===== src/sv/gbpf_pkg.sv =====
`default_nettype none

package gbpf_pkg;

	// Default geometry of the font and the frame.
	localparam int GLYPH_COUNT_DEF   = 96;
	localparam int GLYPH_COLUMNS_DEF = 12;
	localparam int GLYPH_STRIDE_DEF  = 25;
	localparam int PAGE_WIDTH_DEF    = 128;

	// Widths of the item fields.
	localparam int OP_W     = 3;
	localparam int FADDR_W  = 12;
	localparam int BYTE_W   = 8;
	localparam int FRADDR_W = 9;
	localparam int CURSOR_W = 8;
	// A cursor plus a glyph column index (at most GLYPH_COLUMNS_DEF - 1) fits one bit more.
	localparam int POS_W    = CURSOR_W + 1;

	// Character code of the first glyph and the cursor ceiling.
	localparam logic [BYTE_W-1:0]   FIRST_CODE = 8'd32;
	localparam logic [CURSOR_W-1:0] CURSOR_MAX = 8'd255;

	typedef logic [OP_W-1:0] op_t;

	localparam op_t OP_LOAD  = 3'd0;
	localparam op_t OP_DRAW  = 3'd1;
	localparam op_t OP_SET   = 3'd2;
	localparam op_t OP_CLEAR = 3'd3;
	localparam op_t OP_READ  = 3'd4;

	// Font byte write from the command side.
	typedef struct packed {
		logic               en;
		logic [FADDR_W-1:0] addr;
		logic [BYTE_W-1:0]  data;
	} font_wr_t;

	// Frame write control: one text row, or both rows during a clear.
	typedef struct packed {
		logic en;
		logic both;
		logic row;
	} frame_ctl_t;

endpackage

`default_nettype wire


===== src/sv/gbpf_frame_store.sv =====
`default_nettype none

module gbpf_frame_store #(
	parameter int PAGE_WIDTH = 128,
	parameter int COL_W      = 7
) (
	input  wire logic                          clk,
	input  wire gbpf_pkg::frame_ctl_t          ctl,
	input  wire logic [COL_W-1:0]              wr_col,
	input  wire logic [2*gbpf_pkg::BYTE_W-1:0] wr_data,
	input  wire logic [COL_W-1:0]              rd_col,
	output logic      [2*gbpf_pkg::BYTE_W-1:0] rd_row0,
	output logic      [2*gbpf_pkg::BYTE_W-1:0] rd_row1
);
	import gbpf_pkg::*;

	// One memory per text row; a word holds the lower page byte over the
	// upper page byte of one column.
	logic [2*BYTE_W-1:0] row0_mem [PAGE_WIDTH];
	logic [2*BYTE_W-1:0] row1_mem [PAGE_WIDTH];

	always_ff @(posedge clk) begin
		if (ctl.en && (ctl.both || !ctl.row)) begin
			row0_mem[wr_col] <= wr_data;
		end
		if (ctl.en && (ctl.both || ctl.row)) begin
			row1_mem[wr_col] <= wr_data;
		end
		rd_row0 <= row0_mem[rd_col];
		rd_row1 <= row1_mem[rd_col];
	end

endmodule

`default_nettype wire


===== config.mk =====
export PLATFORM = sky130hd
export DESIGN_NAME = gbpf_frame_store
export DESIGN_NICKNAME = d
export VERILOG_FILES = /design/src/sv/gbpf_pkg.sv /design/src/sv/gbpf_frame_store.sv
export SDC_FILE = /design/constraint.sdc
export NUM_CORES = 2
export LEC_CHECK = 0
export BUFFER_PORTS_ARGS = -buffer_cell sky130_fd_sc_hd__buf_2
export CORE_ASPECT_RATIO = 1.1
export CORE_UTILIZATION = 45
export DETAILED_ROUTE_END_ITERATION = 6
export SYNTH_ARGS = -nofsm -noshare
export SYNTH_HDL_FRONTEND = slang
export SYNTH_SLANG_ARGS = --single-unit

===== constraint.sdc =====
create_clock -name clk -period 8.47 [get_ports clk]
set_input_delay 0.4235 -clock clk [delete_from_list [all_inputs] [get_ports clk]]
set_output_delay 0.4235 -clock clk [all_outputs]
set_load 0.005 [all_outputs]

; Word-level counts from Yosys, hierarchy flattened
; Memories as Yosys holds them, arrays and structs flattened. A register that Yosys moved wholly into a read port is not among the register bits.
; Index checks and enable logic that the tools add are counted.
[totals]
reg_bits = 0
wordCells = 11
ram_bits = 4096
n_memories = 2
out_inout_bits = 32
inputBits = 34
[mem_list]
columns = name, depth, word_bits, rd, rd_clocked_by_memory_dff, write_ports, line
row1 = row0_mem, 128, 16, 1, 1, 1, gbpf_frame_store.sv:19  ; logic [2*BYTE_W-1:0] row0_mem [PAGE_WIDTH];
row2 = row1_mem, 128, 16, 1, 1, 1, gbpf_frame_store.sv:20  ; logic [2*BYTE_W-1:0] row1_mem [PAGE_WIDTH];
[classes]
mux = 4
reduce_logical = 5
[ops]
columns = operator, n
row1 = 1-bit 2-to-1 mux, 4
row2 = 1-bit logical AND, 2
row3 = 1-bit logical OR, 2
row4 = 1-bit zero test, 1

; Depth between registers and ports, before layout
[logic_depth]
word_depth = 5
mapped_depth = 8

; Worst setup path before layout
; OpenSTA, ideal clock, no wires.
[synth_path]
path_kind = input to register
start = input port rd_col[0]
end = register rd_row0[0] (netlist name), read port of row0_mem
arrival_ns = 2.975
path_slack_ns = 5.374
cell_stages = 7
path_buffers = 3
cell_sequence = buf_2 > buf_2 > buf_1 > mux4_2 > mux4_2 > mux4_2 > mux2_2
[synth_lines]
columns = item, line
row1 = from (decl), gbpf_frame_store.sv:11  ; input wire logic [COL_W-1:0] rd_col,
row2 = to (decl), gbpf_frame_store.sv:12  ; output logic [2*gbpf_pkg::BYTE_W-1:0] rd_row0,

==> impl_metrics.xml <==
<?xml version="1.0" encoding="UTF-8"?>
<metrics>
  <group name="outcome">
    <metric name="outcome" unit="">finished with violations</metric>
    <metric name="violations" unit="">DRC</metric>
  </group>
  <group name="floorplanning">
    <metric name="die-width" unit="µm">565</metric>
    <metric name="die_h" unit="µm">621</metric>
    <metric name="floorplan.die_area" unit="mm²">0.351</metric>
    <metric name="std_cell_rows" unit="">227</metric>
    <metric name="placeableCoreArea" unit="mm²">0.347</metric>
    <metric name="initial_utilization" unit="%">45.2</metric>
    <metric name="io_pins" unit="">66</metric>
  </group>
  <group name="clocking">
    <metric name="cts.root.buffer_cell" unit="">clkbuf_16</metric>
    <metric name="clk_pin_slew_worst_paths" unit="ns">0.06</metric>
    <metric name="htree_levels" unit="">5</metric>
    <metric name="cts_num_sinks" unit="">4128</metric>
    <metric name="worst_skew_pair.late_latency" unit="ns">0.94</metric>
    <metric name="post_cts.resized_instances" unit="">0</metric>
    <metric name="cts_post_setup_buffers_inserted" unit="">0</metric>
    <metric name="clock_tree_from_tritoncts" unit="">built</metric>
    <metric name="tritoncts.num_buffers" unit="">407</metric>
    <metric name="cts-root-to-sink-buffers" unit="">4</metric>
    <metric name="holdBufCountCts" unit="">0</metric>
  </group>
  <group name="worst_setup_path">
    <metric name="critical_path_s_slowest_cell" unit="">mux4_2</metric>
    <metric name="worst-endpoint-arrival" unit="ns">4.17</metric>
    <metric name="path_cells" unit="">buf_12 &gt; buf_12 &gt; mux4_2 &gt; mux4_2 &gt; mux4_2 &gt; mux2_2</metric>
    <metric name="timing.critical_path.mode_cell" unit="">mux4_2</metric>
    <metric name="crit_path_buf_inv_count" unit="">2</metric>
    <metric name="timing.critical_path.to_type" unit="">register</metric>
    <metric name="worstSetupStartpointType" unit="">input pin</metric>
    <metric name="critical-path-top-delay-family" unit="">multiplexers</metric>
    <metric name="critPathMaxFanout" unit="">96</metric>
    <metric name="req_time_crit_path" unit="ns">9.25</metric>
    <metric name="critical_path_class" unit="">in2reg</metric>
    <metric name="ff2ff_path_depth" unit="">4</metric>
    <metric name="critical_path_depth" unit="">6</metric>
    <metric name="timing.critical_path.slowest_cell_delay" unit="ns">0.65</metric>
  </group>
  <group name="place">
    <metric name="io_buffers" unit="">65</metric>
    <metric name="routabilityCongestion" unit="">0.775</metric>
    <metric name="detailedPlacementHpwl" unit="µm">220000</metric>
    <metric name="dp_cells" unit="">10800</metric>
    <metric name="place_area" unit="mm²">0.165</metric>
  </group>
  <group name="synth">
    <metric name="avgSynthCellArea" unit="µm²">25.5</metric>
    <metric name="yosys_warnings" unit="">0</metric>
    <metric name="synth-seq-cells" unit="">4128</metric>
    <metric name="syn_inst" unit="">6144</metric>
    <metric name="synth.distinct_cells" unit="">20</metric>
    <metric name="syn-cell-area" unit="mm²">0.157</metric>
    <metric name="synth.yosys.seq_area_share" unit="%">78.8</metric>
    <metric name="syn-num-nets" unit="">6178</metric>
  </group>
  <group name="run">
    <metric name="drv.max_cap_violation_count" unit="">0</metric>
  </group>
  <group name="min_path">
    <metric name="worst_hold_path_type" unit="">in2reg</metric>
    <metric name="holdPathStages" unit="">1</metric>
  </group>
  <group name="timing">
    <metric name="rsz0062_at_grt" unit="">no</metric>
    <metric name="worst_clock_skew" unit="ns">0.0601</metric>
    <metric name="final-hold-violation-count" unit="">0</metric>
    <metric name="max_slew_margin" unit="%">11.8</metric>
    <metric name="fin_setup_tns" unit="ns">0</metric>
    <metric name="final_max_slew_viol_count" unit="">0</metric>
    <metric name="final_min_period_over_clock_period" unit="%">40.1</metric>
    <metric name="setup_viol" unit="">0</metric>
    <metric name="worstMarginPinSlew" unit="ns">1.32</metric>
    <metric name="timing.final.crit_period" unit="ns">3.39</metric>
    <metric name="clock.fmax" unit="GHz">0.295</metric>
  </group>
  <group name="grt">
    <metric name="track_usage" unit="%">22.3</metric>
    <metric name="wire_length_of_the_first_global_routing_pass" unit="µm">552000</metric>
    <metric name="first_global_vias" unit="">71100</metric>
    <metric name="grt_remaining_overflow" unit="">0</metric>
    <metric name="grt_max_degree" unit="">147</metric>
    <metric name="antenna_found_initial" unit="">50</metric>
  </group>
  <group name="route">
    <metric name="detail_route.drc_violations" unit="">9</metric>
    <metric name="num_vias" unit="">69900</metric>
    <metric name="vias_per_cell" unit="">6.03</metric>
    <metric name="wire_per_inst" unit="µm">33.7</metric>
    <metric name="wirelength" unit="µm">391000</metric>
    <metric name="drt-pass1-iter-count" unit="">7</metric>
    <metric name="drt_iter0_drc" unit="">8611</metric>
    <metric name="antenna_left" unit="">0</metric>
  </group>
  <group name="cells_and_area">
    <metric name="layout.cells.non_filler" unit="">11600</metric>
    <metric name="design.final.nets" unit="">6676</metric>
    <metric name="synthToLayoutAreaGrowth" unit="%">13.6</metric>
    <metric name="final_layout_size_suffix_gt1_share" unit="%">34.7</metric>
    <metric name="final_cell_area" unit="mm²">0.178</metric>
    <metric name="layout.filler_cells" unit="">26500</metric>
  </group>
  <group name="power">
    <metric name="power.density" unit="mW/mm²">241</metric>
    <metric name="p_leak" unit="nW">54.8</metric>
    <metric name="max-vdd-ir-drop" unit="mV">0.169</metric>
    <metric name="finalPower" unit="mW">42.9</metric>
  </group>
</metrics>
[where the power goes]
part	total, mW	internal, mW	switching, mW	leakage (nW)
sequential	22.7	22.5	0.109	37.1
combinational	2.03	0.801	1.23	11.2
clock	18.3	10.6	7.67	6.56
[path summary, 6_finish.rpt]
kind | startpoint | endpoint | slack (ns)
worst max register to register | row0_mem[71][6]$_DFFE_PP_ | rd_row0[6]$_DFF_P_ | 5.87
worst max-delay path | rd_col[0] | rd_row1[7]$_DFF_P_ | 5.08
worst min register to register | row1_mem[90][15]$_DFFE_PP_ | rd_row1[15]$_DFF_P_ | 1.12
worst min-delay path | wr_data[14] | row1_mem[70][14]$_DFFE_PP_ | 0.06
[per-stage QoR]
step / hold slack (ns) / util (%) / setup slack [ns]
5_1_grt: 0.0728 / 51.3 / 4.91
3_5_place_dp: 0.944 / 47.4 / 4.07
6_report: 0.0650 / 51.3 / 5.08
2_1_floorplan: 0.522 / - / 5.37
3_3_place_gp: 0.945 / 47.4 / 4.11
4_1_cts: 0.0338 / 51.3 / 5.06
[worst register-to-register path: stages, from the launching register on]
cell and delay (ns):
edfxtp_1 0.38, mux4_2 0.51, mux4_2 0.63, mux4_2 0.66, mux2_2 0.31
[state kept, by name, indices dropped and copies added, names as in the netlist]
register and count:
rd_row1 16, rd_row0 16, row0_mem 2048, row1_mem 2048
[cell usage in the layout (no fill, tap or decap)]
cell,n
inv_1,1
inv_16,2
buf_6,1
clkinv_1,73
buf_12,17
clkinv_2,90
mux4_2,1344
buf_8,3
clkinv_4,8
o21a_1,1
mux2_2,32
clkbuf_16,413
dfxtp_1,32
a21boi_1,1
nand3b_1,3
nand4b_1,1
clkbuf_1,70
nand4_1,3
clkbuf_8,22
nor2_2,11
nand3_1,13
clkinvlp_4,23
nor2b_1,6
diode_2,34
buf_4,346
o21ai_0,1
inv_6,8
clkinv_8,8
bufinv_16,52
nor2_1,250
nand2_1,12
buf_2,43
edfxtp_1,4096
[logic make-up (layout without fill, tap and decap cells)]
group                  count (synthesis)  after routing  synth area share, %
AND/OR/NAND/NOR                      299            299                0.751
other                                  0             34                    0
multiplexers                        1376           1376                 19.5
flip-flops                          4128           4128                 78.8
AO/OA/AOI/OAI                          3              3               0.0128
buffers and inverters                338           1180                0.883
[Yosys cell counts]
| master | instances | area share [%] |
|---|---|---|
| dfxtp_1 | 32 | 0.41 |
| nand3_1 | 13 | 0.041 |
| o21a_1 | 1 | 0.0048 |
| buf_4 | 3 | 0.014 |
| mux2_2 | 32 | 0.23 |
| buf_6 | 2 | 0.014 |
| a21boi_1 | 1 | 0.0048 |
| buf_2 | 72 | 0.23 |
| nand2_1 | 12 | 0.029 |
| nor2b_1 | 6 | 0.024 |
| buf_1 | 70 | 0.17 |
| mux4_2 | 1344 | 19 |
| nand4b_1 | 1 | 0.0056 |
| clkbuf_1 | 190 | 0.45 |
| edfxtp_1 | 4096 | 78 |
| inv_1 | 1 | 0.0024 |
| nand4_1 | 3 | 0.012 |
| o21ai_0 | 1 | 0.0032 |
| nand3b_1 | 3 | 0.014 |
| nor2_1 | 261 | 0.62 |
[layout make-up]
cell class              count  area (µm²)  share of cell area (%)
repair buffers            426        3430                    1.92
multi-input cells        1678       31900                    17.9
diodes                     34        85.1                  0.0477
clock inverters           264        2770                    1.55
flip-flops and latches   4128      124000                    69.4
clock buffers             489       10700                    5.99
well taps                4580        5730                    3.22
inverters                   1        3.75                 0.00211
[routing by layer]
layer | global-route usage, % | vias to the layer above | wire [µm]
met5 | 0 | - | 72
met4 | 5.13 | 12 | 9300
met3 | 3.12 | 489 | 26900
met2 | 36.9 | 2759 | 197000
met1 | 31.7 | 38800 | 158000
li1 | - | 27900 | -
Note: power is estimated with default switching activity, not from simulation.
